File: config.mk
export PLATFORM = sky130hd
export DESIGN_NAME = sbc_queue
export DESIGN_NICKNAME = d
export VERILOG_FILES = /design/src/rtl/core/sbc_pkg.sv /design/src/rtl/core/sbc_queue.sv
export SDC_FILE = /design/constraint.sdc
export NUM_CORES = 1
export LEC_CHECK = 0
export ABC_AREA = 1
export BUFFER_PORTS_ARGS = -buffer_cell sky130_fd_sc_hd__buf_2
export CAP_MARGIN = 20
export CORE_MARGIN = 1
export CORE_UTILIZATION = 58
export CTS_CLUSTER_SIZE = 8
export DETAILED_ROUTE_END_ITERATION = 7
export GPL_TIMING_DRIVEN = 1
export PLACE_DENSITY = 0.82
export SLEW_MARGIN = 40
export SYNTH_ARGS = -nofsm -noshare
export SYNTH_HDL_FRONTEND = slang
export SYNTH_SLANG_ARGS = --single-unit
File: constraint.sdc
create_clock -name clk -period 20.6 [get_ports clk]
set_input_delay 1.03 -clock clk [delete_from_list [all_inputs] [get_ports clk]]
set_output_delay 1.03 -clock clk [all_outputs]
set_load 0.02 [all_outputs]
File: src/rtl/core/sbc_pkg.sv
// Shared types and constants for the swept box collision response block.
package sbc_pkg;

	localparam int unsigned POS_W   = 24;
	localparam int unsigned SIZE_W  = 22;
	localparam int unsigned FT_W    = 16;
	localparam int unsigned DIST_W  = 26;
	localparam int unsigned STEP_W  = 40;
	localparam int unsigned DMAG_W  = 39;
	localparam int unsigned NUM_W   = 25;
	localparam int unsigned TIME_W  = 18;
	localparam int unsigned DIV_STEPS = 16;
	localparam int unsigned QDEPTH  = 2;

	// How a slab time is produced: by division, or clamped below zero / at one.
	typedef enum logic [1:0] {
		TK_DIV,
		TK_NEG,
		TK_SAT
	} sbc_kind_t;

	typedef struct packed {
		sbc_kind_t          kind;
		logic [NUM_W-1:0]   num;
	} sbc_tdiv_t;

	typedef struct packed {
		logic                      vel_zero;
		logic                      miss_x;
		logic                      miss_y;
		logic                      dneg_x;
		logic                      dneg_y;
		logic signed [POS_W-1:0]   vx;
		logic signed [POS_W-1:0]   vy;
	} sbc_side_t;

	typedef struct packed {
		sbc_side_t           side;
		logic [DMAG_W-1:0]   dmag_x;
		logic [DMAG_W-1:0]   dmag_y;
		sbc_tdiv_t           en_x;
		sbc_tdiv_t           ex_x;
		sbc_tdiv_t           en_y;
		sbc_tdiv_t           ex_y;
	} sbc_job_t;

endpackage

File: src/rtl/core/sbc_queue.sv
// Two-entry request queue between front end and back end.
module sbc_queue import sbc_pkg::*; (
	input  logic      clk,
	input  logic      arst_n,
	input  logic      push,
	input  sbc_job_t  push_job,
	output logic      q_ready,
	output logic      out_valid,
	output sbc_job_t  out_job
);

	sbc_job_t                    mem [QDEPTH];
	logic [$clog2(QDEPTH)-1:0]   wr_q, rd_q;
	logic [$clog2(QDEPTH):0]     cnt_q;
	logic                        pop;

	assign q_ready = cnt_q < ($clog2(QDEPTH)+1)'(QDEPTH);
	assign pop     = cnt_q != '0;

	always_ff @(posedge clk or negedge arst_n) begin
		if (!arst_n) begin
			wr_q      <= '0;
			rd_q      <= '0;
			cnt_q     <= '0;
			out_valid <= 1'b0;
		end else begin
			if (push) wr_q <= wr_q + 1'b1;
			if (pop) rd_q <= rd_q + 1'b1;
			cnt_q     <= cnt_q + ($clog2(QDEPTH)+1)'(push) - ($clog2(QDEPTH)+1)'(pop);
			out_valid <= pop;
		end
	end

	always_ff @(posedge clk) begin
		if (push) mem[wr_q] <= push_job;
		out_job <= mem[rd_q];
	end

endmodule

### Word level (Yosys, flattened, before mapping)

Memory sizes are Yosys's and may differ from the RTL's. A register that Yosys moved wholly into a read port is not among the register bits.
Cells that the tools add are included.

| storage, ports and cells | value |
|---|---|
| register bits | 5 |
| memories kept | 1 |
| input port bits | 242 |
| logic and storage cells | 13 |
| bits in writable memories | 478 |

Memory list:

| memory | words | width | rd ports | clocked after memory_dff | write ports | line | source |
|---|---|---|---|---|---|---|---|
| mem | 2 | 239 | 1 | 1 | 1 | sbc_queue.sv:12 | `sbc_job_t mem [QDEPTH];` |

| operators by class | value |
|---|---|
| mux-type cells | 2 |
| magnitude comparators | 1 |
| $add $sub $neg | 4 |
| reduce and logical (&&, ||, !) cells | 1 |

Operators with widths:

| operator | count |
|---|---|
| 1-bit adder (second input constant) | 2 |
| 2-bit by 1-bit adder with 2-bit output | 1 |
| 2-bit less-than comparator (second input constant) | 1 |
| 1-bit 2-to-1 mux | 2 |
| 2-bit nonzero test | 1 |
| 2-bit by 1-bit subtractor with 2-bit output | 1 |

### Longest topological paths before layout

| logic depth | value |
|---|---|
| depth after elaboration | 2 |
| depth in mapped cells | 6 |
| depth with buffers taken out | 5 |

### Worst setup path after synthesis

Ideal clock, no wire load.

| timing | value |
|---|---|
| path kind | input to register |
| start point | input push |
| end point | memory mem[0][0] in the netlist's numbering (enable) |
| arrival time | 11.054 ns |
| cell stages on the path | 2 |
| setup slack | 8.696 ns |
| cells stage by stage | inv_1 > nor2_1 |

| between the ends | value |
|---|---|
| longest elaborated chain between the ends | 2 |

Ends and longest elaborated chain:

| element | line | source |
|---|---|---|
| start: declaration | sbc_queue.sv:5 | `input logic push,` |
| 1-bit 2-to-1 mux | sbc_queue.sv:35 | `if (push) mem[wr_q] <= push_job;` |
| 1-bit 2-to-1 mux (implied by the code) | sbc_queue.sv:35 |  |
| end: declaration | sbc_queue.sv:12 |  |

No other way between the ends.

### Final worst setup path

| timing | value |
|---|---|
| start point | input push |
| end point | memory mem[1][158] in the netlist's numbering (enable) |

Same word-level chain as after synthesis.

==> flow_summary.yaml <==
run_status:
  run_status: "completed"
sta:
  timing.final.crit_share_pct: 14.6
  fmax_ghz: 0.332
  finalSetupViolCount: 0
  slew_headroom_pct: 44.6
  final_setup_tns_ns: 0
  timing_hold_violations_final: 0
  slew_violations: 0
  layout_min_cycle_time_ns: 3.01
  setup_repair_after_global_routing_missed_its_margin: "no"
  tightestPinTransition_ns: 0.831
  final.setup_skew_ns: 0.0130
final_layout:
  final_net_count: 2293
  post_route_cells_drive_above_1_share_pct: 28.2
  syn2layout_area_growth_pct: 25.8
  final_util_pct: 74.5
  layout.cell_area.non_filler_sq_um: 28200
  finish.cell_count_without_fillers: 2669
critical_path:
  crit_path_start: "push"
  logic_depth_of_the_worst_register_to_register_path: 4
  crit_path_cell_trace: "buf_2, nand2_1, inv_8, buf_6, buf_6"
  critical_path.endpoint_type: "flip-flop"
  cpMostUsedCell: "sky130_fd_sc_hd__buf_6"
  timing.critical_path.from_type: "input pin"
  regToRegSetupSlack_ns: 17.68
  reg2reg_to: "mem[1][158]"
  worst_ep_required_time_ns: 20.84
  critPathArrivalTime_ns: 3.25
  crit_slowest_cell: "sky130_fd_sc_hd__buf_6"
  critical_path.max_fanout: 95
  critical_path_class: "input pin to flip-flop"
  crit-reg2reg-launch: "wr_q"
  slowest_delay_ns: 0.66
logic_synthesis:
  post_synth.cell_area_avg_sq_um: 14.8
  syn-num-nets: 1753
  synth.lib_cells_used.distinct: 15
  ys_ff_latch: 722
  netlist_instances: 1510
  ys.warnings.count: 0
  netlist_area_sq_um: 22400
  synth.yosys.seq_area_share_pct: 85.9
power:
  max-vdd-ir-drop_mv: 0.125
  p_sw_uw: 1100
  seq_power_share_pct: 48.7
  post-layout-total-power_uw: 4040
  power_per_cell_area_nw_per_um2: 143
  leakagePower_uw: 0.0121
  combPwrFrac_pct: 14.2
  sw_share_pct: 27.2
  clock_share_of_power_pct: 37.1
  internal-power_uw: 2940
cts:
  clock_tree.buffer_depth: 3
  cts_post_setup_buffers_inserted: 0
  tritoncts.num_buffers: 100
  cts_num_sinks: 722
  clock_tree.htree_level_count: 3
  cts.reportedPaths.clkPinSlew_ns: 0.05
  tritoncts_clock_tree: "yes"
  clk_root_buffer_cell: "sky130_fd_sc_hd__clkbuf_16"
  insertion_delay_ns: 0.62
  post_cts_resize_count: 0
  hold_fix_buffer_count_after_cts: 0
floorplan:
  initial_utilization_pct: 59.2
  chipWidth_um: 199
  num_io_pins: 483
  full_die_area_sq_um: 39400
  die_height_um: 199
  placeable_core_region_sq_um: 37800
  num_rows: 71
placement:
  detailed_place.area_sq_um: 25200
  cell_count_post_placement: 2459
  port_buffers: 482
  hpwlAfterDp_mm: 30.1
  place_congestion: 0.770
grt:
  number_of_global_route_vias_before_repair: 13862
  grt_remaining_overflow: 0
  track_usage_pct: 25.2
  grt_start_max_net_pins: 102
  grt_first_pass_wirelength_mm: 73.2
  antenna_violations_before_repair: 24
route:
  wl_per_cell_um: 19.1
  drt_iter0_drc: 687
  num_vias: 13359
  post-route-drc-count: 0
  final_antenna_net_count: 0
  vias_per_cell: 5.01
  drt_pre_antenna_iters: 5
  finalWirelength_mm: 51.0
flow_run:
  max_cap_violations: 0
hold_path:
  timing.hold.worst.class: "input pin to async pin"
## worst max-delay path, delay by kind of cell
kind / cells / cell delay [ns]
simple gates: 1 / 0.15
buf+inv: 4 / 1.94
## cell usage after synthesis
master                     number  area share (%)
sky130_fd_sc_hd__ha_1           1           0.056
sky130_fd_sc_hd__edfxtp_1     478              64
sky130_fd_sc_hd__buf_4         13            0.44
sky130_fd_sc_hd__dfxtp_1      239              21
sky130_fd_sc_hd__nor2_1         3           0.050
sky130_fd_sc_hd__inv_1          4           0.067
sky130_fd_sc_hd__buf_2         27            0.60
sky130_fd_sc_hd__nand2_1      723              12
sky130_fd_sc_hd__nand3b_1       1           0.034
sky130_fd_sc_hd__clkbuf_1       1           0.017
sky130_fd_sc_hd__o21ai_0        1           0.022
sky130_fd_sc_hd__inv_4          1           0.028
sky130_fd_sc_hd__buf_6         12            0.60
sky130_fd_sc_hd__dfrtp_1        5            0.56
sky130_fd_sc_hd__xor2_1         1           0.039
## sequential cells by signal, summed over array words and instances (netlist names)
register   count
out_valid      1
rd_q           1
out_job      239
mem          478
wr_q           1
cnt_q          2
## final cells by class
cell class | instances | area, sq um
sequential | 722 | 19300
fill | 2175 | 9650
clock buffer | 181 | 2810
multi-input combinational | 730 | 2770
timing repair buffer | 491 | 2510
tap | 511 | 639
clock inverter | 8 | 114
antenna | 21 | 52.6
inverter | 5 | 31.3
## per-layer routing
metal  track usage (%)  part of all wire, %  wire length (um)
met5                 0                 0.17                85
met4              15.9                  4.8              2450
met3              8.85                  8.5              4330
met2              44.4                   53             26800
met1              25.4                   34             17300
## worst max-delay path by stage
stage                             end  cells after the start
after floorplan             mem[0][0]                      2
after global placement    mem[1][126]                      5
after detailed placement  mem[1][178]                      5
after CTS                 mem[1][127]                      5
after global routing      mem[1][180]                      5
final                     mem[1][158]                      5
## through the flow
stage	hold WS (ns)	setup slack, ns
2_1_floorplan	0.412	8.70
3_3_place_gp	0.412	16.47
3_5_place_dp	0.419	16.94
4_1_cts	0.197	17.56
5_1_grt	0.210	17.49
6_report	0.229	17.59
## power groups by stage
stage | Clock (uW) | Sequential, uW | Combinational (uW)
after floorplan | 0 | 2170 | 205
after global placement | 0 | 1980 | 553
after detailed placement | 0 | 1990 | 569
after global routing | 1580 | 1990 | 619
after CTS | 1520 | 1970 | 578
final | 1500 | 1970 | 573
## cell usage in the layout (no fill, tap or decap)
master	n
sky130_fd_sc_hd__nand2_1	723
sky130_fd_sc_hd__ha_1	1
sky130_fd_sc_hd__clkbuf_1	81
sky130_fd_sc_hd__o21ai_0	1
sky130_fd_sc_hd__edfxtp_1	478
sky130_fd_sc_hd__clkinv_8	3
sky130_fd_sc_hd__inv_16	2
sky130_fd_sc_hd__inv_8	1
sky130_fd_sc_hd__inv_1	3
sky130_fd_sc_hd__dfrtp_1	4
sky130_fd_sc_hd__inv_6	3
sky130_fd_sc_hd__dfxtp_1	239
sky130_fd_sc_hd__xor2_1	1
sky130_fd_sc_hd__dfrtp_4	1
sky130_fd_sc_hd__nor2_1	2
sky130_fd_sc_hd__nor2_4	1
sky130_fd_sc_hd__diode_2	21
sky130_fd_sc_hd__buf_6	9
sky130_fd_sc_hd__buf_2	482
sky130_fd_sc_hd__nand3b_1	1
sky130_fd_sc_hd__clkinvlp_4	1
sky130_fd_sc_hd__clkbuf_16	100
## logic make-up after synthesis
group | share of synthesized area (%)
AO/OA/AOI/OAI | 0.0223
XOR/XNOR | 0.0391
adder cells (fa/ha/maj) | 0.0558
buffers and inverters | 1.75
flip-flops | 85.9
AND/OR/NAND/NOR | 12.2
No activity file was read; power rests on OpenSTA's default activity.
