[src/rtl/core/sbc_pkg.sv]
// Shared types and constants for the swept box collision response block.
package sbc_pkg;

	localparam int unsigned POS_W   = 24;
	localparam int unsigned SIZE_W  = 22;
	localparam int unsigned FT_W    = 16;
	localparam int unsigned DIST_W  = 26;
	localparam int unsigned STEP_W  = 40;
	localparam int unsigned DMAG_W  = 39;
	localparam int unsigned NUM_W   = 25;
	localparam int unsigned TIME_W  = 18;
	localparam int unsigned DIV_STEPS = 16;
	localparam int unsigned QDEPTH  = 2;

	// How a slab time is produced: by division, or clamped below zero / at one.
	typedef enum logic [1:0] {
		TK_DIV,
		TK_NEG,
		TK_SAT
	} sbc_kind_t;

	typedef struct packed {
		sbc_kind_t          kind;
		logic [NUM_W-1:0]   num;
	} sbc_tdiv_t;

	typedef struct packed {
		logic                      vel_zero;
		logic                      miss_x;
		logic                      miss_y;
		logic                      dneg_x;
		logic                      dneg_y;
		logic signed [POS_W-1:0]   vx;
		logic signed [POS_W-1:0]   vy;
	} sbc_side_t;

	typedef struct packed {
		sbc_side_t           side;
		logic [DMAG_W-1:0]   dmag_x;
		logic [DMAG_W-1:0]   dmag_y;
		sbc_tdiv_t           en_x;
		sbc_tdiv_t           ex_x;
		sbc_tdiv_t           en_y;
		sbc_tdiv_t           ex_y;
	} sbc_job_t;

endpackage

[src/rtl/core/sbc_front.sv]
// Front end: accept a box pair, form slab distances and steps, classify slab times.
module sbc_front import sbc_pkg::*; (
	input  logic                     clk,
	input  logic                     arst_n,
	input  logic                     start,
	output logic                     busy,
	input  logic signed [POS_W-1:0]  mover_left,
	input  logic signed [POS_W-1:0]  mover_top,
	input  logic [SIZE_W-1:0]        mover_width,
	input  logic [SIZE_W-1:0]        mover_height,
	input  logic signed [POS_W-1:0]  vel_x,
	input  logic signed [POS_W-1:0]  vel_y,
	input  logic signed [POS_W-1:0]  still_left,
	input  logic signed [POS_W-1:0]  still_top,
	input  logic [SIZE_W-1:0]        still_width,
	input  logic [SIZE_W-1:0]        still_height,
	input  logic [FT_W-1:0]          frame_time,
	input  logic                     q_ready,
	output logic                     push,
	output sbc_job_t                 push_job
);

	logic                      valid_s1, valid_s2;
	logic signed [DIST_W-1:0]  dn_x_s1, dx_x_s1, dn_y_s1, dx_y_s1;
	logic signed [STEP_W-1:0]  d_x_s1, d_y_s1;
	logic signed [POS_W-1:0]   vx_s1, vy_s1;
	sbc_job_t                  job_s2, job_c;
	logic                      s1_ready, s2_ready;
	logic signed [STEP_W:0]    prod_x, prod_y;

	function automatic sbc_tdiv_t classify(logic signed [DIST_W-1:0] num,
	                                       logic [DMAG_W-1:0] dmag);
		sbc_tdiv_t r;
		logic [NUM_W+FT_W-1:0] nsh;
		nsh = {num[NUM_W-1:0], {FT_W{1'b0}}};
		r.num = num[NUM_W-1:0];
		if (num[DIST_W-1]) begin
			r.kind = TK_NEG;
		end else if (nsh >= {2'b00, dmag}) begin
			r.kind = TK_SAT;
		end else begin
			r.kind = TK_DIV;
		end
		return r;
	endfunction

	// One slab axis: pick numerators by step sign, flag unbounded or missed slabs.
	function automatic void slab_axis(logic signed [DIST_W-1:0] dn,
	                                  logic signed [DIST_W-1:0] dx,
	                                  logic signed [STEP_W-1:0] d,
	                                  output logic miss, output logic dneg,
	                                  output logic [DMAG_W-1:0] dmag,
	                                  output sbc_tdiv_t en, output sbc_tdiv_t ex);
		logic [DMAG_W-1:0] m;
		m = d[STEP_W-1] ? DMAG_W'(-d) : d[DMAG_W-1:0];
		dneg = d[STEP_W-1];
		dmag = m;
		miss = 1'b0;
		if (d == '0) begin
			miss = !(dn[DIST_W-1] && !dx[DIST_W-1] && dx != '0);
			en.kind = TK_NEG;
			en.num = '0;
			ex.kind = TK_SAT;
			ex.num = '0;
		end else if (d[STEP_W-1]) begin
			en = classify(-dx, m);
			ex = classify(-dn, m);
		end else begin
			en = classify(dn, m);
			ex = classify(dx, m);
		end
	endfunction

	assign s2_ready = !valid_s2 || q_ready;
	assign s1_ready = !valid_s1 || s2_ready;
	assign busy     = !s1_ready;
	assign push     = valid_s2 && q_ready;
	assign push_job = job_s2;

	assign prod_x = (STEP_W+1)'(vel_x) * $signed({1'b0, frame_time});
	assign prod_y = (STEP_W+1)'(vel_y) * $signed({1'b0, frame_time});

	always_comb begin
		job_c.side.vel_zero = (vx_s1 == '0) && (vy_s1 == '0);
		job_c.side.vx = vx_s1;
		job_c.side.vy = vy_s1;
		slab_axis(dn_x_s1, dx_x_s1, d_x_s1, job_c.side.miss_x, job_c.side.dneg_x,
		          job_c.dmag_x, job_c.en_x, job_c.ex_x);
		slab_axis(dn_y_s1, dx_y_s1, d_y_s1, job_c.side.miss_y, job_c.side.dneg_y,
		          job_c.dmag_y, job_c.en_y, job_c.ex_y);
	end

	always_ff @(posedge clk or negedge arst_n) begin
		if (!arst_n) begin
			valid_s1 <= 1'b0;
			valid_s2 <= 1'b0;
		end else begin
			if (s1_ready) valid_s1 <= start;
			if (s2_ready) valid_s2 <= valid_s1;
		end
	end

	always_ff @(posedge clk) begin
		if (s1_ready && start) begin
			dn_x_s1 <= DIST_W'(still_left) - DIST_W'(mover_left) - DIST_W'(mover_width);
			dx_x_s1 <= DIST_W'(still_left) + DIST_W'(still_width) - DIST_W'(mover_left);
			dn_y_s1 <= DIST_W'(still_top) - DIST_W'(mover_top) - DIST_W'(mover_height);
			dx_y_s1 <= DIST_W'(still_top) + DIST_W'(still_height) - DIST_W'(mover_top);
			d_x_s1  <= prod_x[STEP_W-1:0];
			d_y_s1  <= prod_y[STEP_W-1:0];
			vx_s1   <= vel_x;
			vy_s1   <= vel_y;
		end
		if (s2_ready && valid_s1) job_s2 <= job_c;
	end

endmodule

[config.mk]
export PLATFORM = sky130hd
export DESIGN_NAME = sbc_front
export DESIGN_NICKNAME = d
export VERILOG_FILES = /design/src/rtl/core/sbc_pkg.sv /design/src/rtl/core/sbc_front.sv
export SDC_FILE = /design/constraint.sdc
export NUM_CORES = 2
export LEC_CHECK = 0
export BUFFER_PORTS_ARGS = -buffer_cell sky130_fd_sc_hd__clkbuf_2
export CORE_MARGIN = 1.5
export CORE_UTILIZATION = 53
export DETAILED_ROUTE_END_ITERATION = 10
export PLACE_DENSITY = 0.83
export SLEW_MARGIN = 15
export SYNTH_ARGS = -nofsm -noshare
export SYNTH_HDL_FRONTEND = slang
export SYNTH_SLANG_ARGS = --single-unit
[constraint.sdc]
create_clock -name clk -period 8.12 [get_ports clk]
set_input_delay 0.406 -clock clk [delete_from_list [all_inputs] [get_ports clk]]
set_output_delay 0.406 -clock clk [all_outputs]
set_load 0.02 [all_outputs]
Word level (Yosys, flattened, before mapping)
Index checks and enable logic that the tools add are counted.
{"block": "op_classes", "addsub": 14, "mul": 2, "n_lt_le_gt_ge": 8, "n_mux": 22, "n_reduce_logical": 23}
{"cell": "41-bit by 39-bit greater-or-equal comparator with 1-bit output", "n": 8}
{"cell": "27-bit 2-to-1 mux", "n": 4}
{"cell": "26-bit negation", "n": 4}
{"cell": "40-bit logical NOT", "n": 2}
{"cell": "24-bit by 17-bit multiplier with 40-bit output", "n": 2}
{"cell": "39-bit 2-to-1 mux", "n": 2}
{"cell": "39-bit negation", "n": 2}
{"cell": "26-bit nonzero test", "n": 2}
{"cell": "25-bit by 23-bit subtractor with 26-bit output", "n": 2}
{"cell": "25-bit by 24-bit subtractor with 26-bit output", "n": 2}
{"cell": "24-bit by 23-bit adder with 25-bit output", "n": 2}
{"cell": "24-bit by 24-bit subtractor with 25-bit output", "n": 2}
{"cell": "24-bit logical NOT", "n": 2}
{"cell": "2-bit 2-to-1 mux", "n": 16}
{"cell": "1-bit logical AND", "n": 8}
{"cell": "1-bit logical NOT", "n": 7}
{"cell": "1-bit logical OR", "n": 2}
{"block": "word_totals", "register_bits": 473, "input_bits": 252, "out_inout_bits": 241, "elab_cells": 96}

Longest topological paths before layout
{"block": "depth", "word_depth": 6, "mapped_depth": 25, "mapped_depth_nobuf": 24}

Least setup slack after synthesis
Ideal clock, no wire load.
{"block": "synth_timing", "path_type": "in2reg", "startpoint": "input frame_time[10]", "endpoint": "register d_x_s1[39] (data pin)", "setup_ns": 0.261, "arrival_ns": 6.813, "t_required_ns": 7.859, "path_slack_ns": 1.046, "cell_stages": 25, "n_path_buf": 3, "cell_sequence": "clkbuf_1 -> clkbuf_1 -> nand2_1 -> fa_1 -> inv_1 -> fa_1 -> inv_1 -> fa_1 -> inv_1 -> fa_1 -> fa_1 -> inv_1 -> fa_1 -> inv_1 -> ha_1 -> clkbuf_1 -> and3_1 -> and3_1 -> and3_1 -> nand4_1 -> or3_1 -> and3_1 -> o31a_1 -> o41a_1 -> a311o_1"}
{"block": "synth_between", "elab_chain_len": 1}
{"element": "start, declared", "line": "sbc_front.sv:17", "rtl": "input logic [FT_W-1:0] frame_time,"}
{"element": "24-bit by 17-bit multiplier with 40-bit output", "line": "sbc_front.sv:80", "rtl": "assign prod_x = (STEP_W+1)'(vel_x) * $signed({1'b0, frame_time});"}
{"element": "via prod_x[39]", "line": "sbc_front.sv:29", "rtl": "logic signed [STEP_W:0] prod_x, prod_y;"}
{"element": "end signal, assigned", "line": "sbc_front.sv:109", "rtl": "d_x_s1 <= prod_x[STEP_W-1:0];"}
{"element": "end, declared", "line": "sbc_front.sv:25", "rtl": "logic signed [STEP_W-1:0] d_x_s1, d_y_s1;"}
The timed path passes the listed nets, and every way through them passes these cells.
A chain may end at the register's enable or synchronous reset.

Worst setup path after layout
{"block": "layout_timing", "startpoint": "input frame_time[13]", "endpoint": "register d_x_s1[34] (data pin)"}
Same word-level chain as after synthesis.

==> metrics.md <==
| Metric | Value |
|---|---|
| Placed cell count | 7908 |
| Most common cell on crit path | fa_1 |
| Crit-path max FO | 25 |
| Worst Tran Pin Value | 1120 ps |
| DRT met1 WL | 68000 um |
| Final cell count without fillers | 8015 |
| Routed len/inst | 20.4 um |
| Syn_nets | 7650 |
| Slew margin rel. | 24.4% |
| First-pass GRT wire length | 255000 um |
| Post-synth EDFFs | 471 |
| Die Ht | 338 um |
| CP arrival | 7360 ps |
| CTS max path bufs | 3 |
| Total Routing Usage GR | 28.8% |
| R2R Setup Slk | 2680 ps |
| Largest stage delay on the critical path | 680 ps |
| Mean Syn Cell Area | 9.77 um2 |
| Slowest CP cell | o41ai_2 |
| Final min period | 6940 ps |
| Postcts setup bufs | 0 |
| Drt pass-1 iters | 6 |
| Met3 wire length | 13700 um |
| RSZ-0062 raised after global routing | no |
| Initial Utilization | 53.5% |
| Commonest non-fill, non-tap cell in the layout | inv_1 |
| Worst Hold Class | input pin to asynchronous set/reset pin |
| Root buf cell | clkbuf_16 |
| Die Area | 114000 um2 |
| Startpoint types | input pin |
| TritonCTS clock tree | yes |
| Setup ws final | 1180 ps |
| Hpwl dp | 131000 um |
| Setup violations, final | 0 |
| Number of max-cap violations | 0 |
| Largest net degree at the start of global routing | 141 |
| Cells after synthesis | 6070 |
| Core Box Area | 111000 um2 |
| Hold Fails Final Rpt | 0 |
| Post-place setup slack | 617 ps |
| Vias in the first global route | 46500 |
| Die W | 338 um |
| Run status | finished, final reports clean |
| Fillers | 9169 |
| CTS resizes | 0 |
| CP Class | input pin to flip-flop |
| CTS clk-pin slew, worst paths | 60 ps |
| Yosys cell types | 84 |
| Post-synthesis cell area | 59300 um2 |
| GPL Wtd Cong | 0.973 |
| Area growth syn-to-layout | 9.90% |
| Buffers on Ports | 492 |
| Ys async rst share | 0.423% |
| Share of cells above drive strength 1 | 10.2% |
| Seq/Total Area, Yosys | 23.9% |
| Crit-path cells | clkbuf_2 -> and2_1 -> fa_1 -> inv_1 -> fa_1 -> inv_1 -> fa_1 -> fa_1 -> fa_1 -> inv_1 -> fa_1 -> inv_1 -> ha_1 -> and3_1 -> a221o_1 -> a21oi_1 -> o211ai_1 -> nand3b_1 -> a211oi_1 -> o41ai_2 -> nor3b_1 -> a211o_1 |
| Detailed Route Iter0 Violations | 3944 |
| H-tree Lvls | 2 |
| Vias after detailed routing | 45100 |
| IO Pins | 493 |
| Sequential cell area | 14200 um2 |
| Period Utilization, post-route | 85.5% |
| Maximum clock rate | 144 MHz |
| Final Max Tran Viols | 0 |
| Remaining antenna violation count | 0 |
| Setup crit end kind | flip-flop |
| Total CTS buffers | 55 |
| YS warnings | 0 |
| Initial antenna violation count | 12 |
| Number of nets in the layout | 8059 |
| Main synth FF type | edfxtp_1 |
| Congestion Overflow GR | 0 |
| Highest metal used | met5 |
| Setup TNS Final | 0 ps |
| Yosys reg bits | 473 |
| Worst Skew | 33.7 ps |
| Fin Hold WS | 46.1 ps |
| # DRC | 0 |
| Final WL | 164000 um |
| Worst-Skew Late Latency | 670 ps |
| # rows | 122 |
| Most frequent cells in the layout | inv_1, fa_1, nand2_1, ha_1, clkbuf_2 |
| Met2 wire length | 75000 um |
| Footprint of the multi-input gates | 39500 um2 |
| Vias per cell | 5.63 |
| WP data required | 8540 ps |
| Clk sinks | 473 |
==> through the flow <==
stage	utilization, %	area [um2]
finish	58.8	65200
global route	58.8	65200
CTS	58.8	65200
detailed placement	57.2	63300
global placement	57.2	63300
floorplan	-	59300
==> cells in the mapped netlist, types with 9 or more instances <==
library cell  count  area share (%)
a2111oi_0         9            0.13
a211oi_1         17            0.22
a21boi_0         10            0.13
a21o_1          146             1.8
a21oi_1         168             1.4
a31oi_1          21            0.22
a41oi_1           9            0.13
and2_1          337             3.6
and3_1           16            0.17
and4_1           10            0.15
clkbuf_1        178             1.1
edfxtp_1        471              24
fa_1            832              28
ha_1            496              10
inv_1          1307             8.3
mux2i_1          99             1.7
nand2_1         592             3.7
nand2b_1         34            0.36
nand3_1          59            0.50
nand3b_1         14            0.18
nand4_1          47            0.50
nor2_1          282             1.8
nor2b_1          34            0.36
nor3_1           89            0.75
nor3b_1           9            0.11
nor4_1           51            0.54
o211ai_1         19            0.24
o21a_1           27            0.34
o21ai_0         122             1.0
o21bai_1         20            0.25
o31ai_1          22            0.28
o41ai_1          12            0.18
or2_2            11            0.12
or3_1            39            0.41
or4_1            15            0.19
xnor2_1         228             3.4
xor2_1           93             1.4
==> final timing paths <==
kind | from | end | cells past startpoint
max | frame_time[13] | d_x_s1[34] | 22
max reg2reg | d_y_s1[18] | push_job[53] | 19
max in group asynchronous | arst_n | valid_s1 | 2
min reg2reg | vx_s1[2] | push_job[212] | 0
min | arst_n | valid_s2 | 2
min in group clk | q_ready | valid_s2 | 3
==> cell families (layout without fill, tap and decap cells) <==
logic type | after synthesis | in the layout | synth area share [%]
other | 0 | 3 | 0
buffers and inverters | 1493 | 1947 | 9.45
AND/OR/NAND/NOR | 1664 | 1664 | 13.9
flip-flops | 473 | 473 | 23.9
adder cells (fa/ha/maj) | 1328 | 1328 | 38.5
XOR/XNOR | 321 | 321 | 4.74
AO/OA/AOI/OAI | 687 | 687 | 7.74
multiplexers | 104 | 104 | 1.77
==> cell type report <==
| type | count | share of cell area [%] |
|---|---|---|
| sequential | 473 | 21.8 |
| antenna | 3 | 0.0115 |
| timing repair buffer | 537 | 4.36 |
| inverter | 1308 | 7.53 |
| multi-input combinational | 4104 | 60.7 |
| clock buffer | 62 | 2.15 |
| tap | 1488 | 2.86 |
| clock inverter | 40 | 0.674 |
==> critical path, delay by kind of cell <==
family,cells,cell delay (ps)
buf+inv,5,630
compound gates,6,1880
simple gates,4,890
fa+ha+maj,7,3530
==> state kept, by name (all words and copies together) (netlist names), 24 cells and up <==
register  flops
push_job    239
d_x_s1       40
d_y_s1       40
dn_x_s1      26
dn_y_s1      26
dx_x_s1      26
dx_y_s1      26
vx_s1        24
vy_s1        24
==> per-layer routing <==
layer	GRT usage, %	vias up
met4	11.5	10
li1	-	20300
met5	0	-
met3	4.71	399
met1	39.3	22300
met2	46.1	2127
==> repair_timing <==
action,in CTS,in global routing
setup endpoints to repair,0,0
endpoints found under the hold margin,3,0
hold buffers,2,0
Power is not shown: default switching activity piles up to over one toggle a cycle in this logic, so the estimate is an artifact.
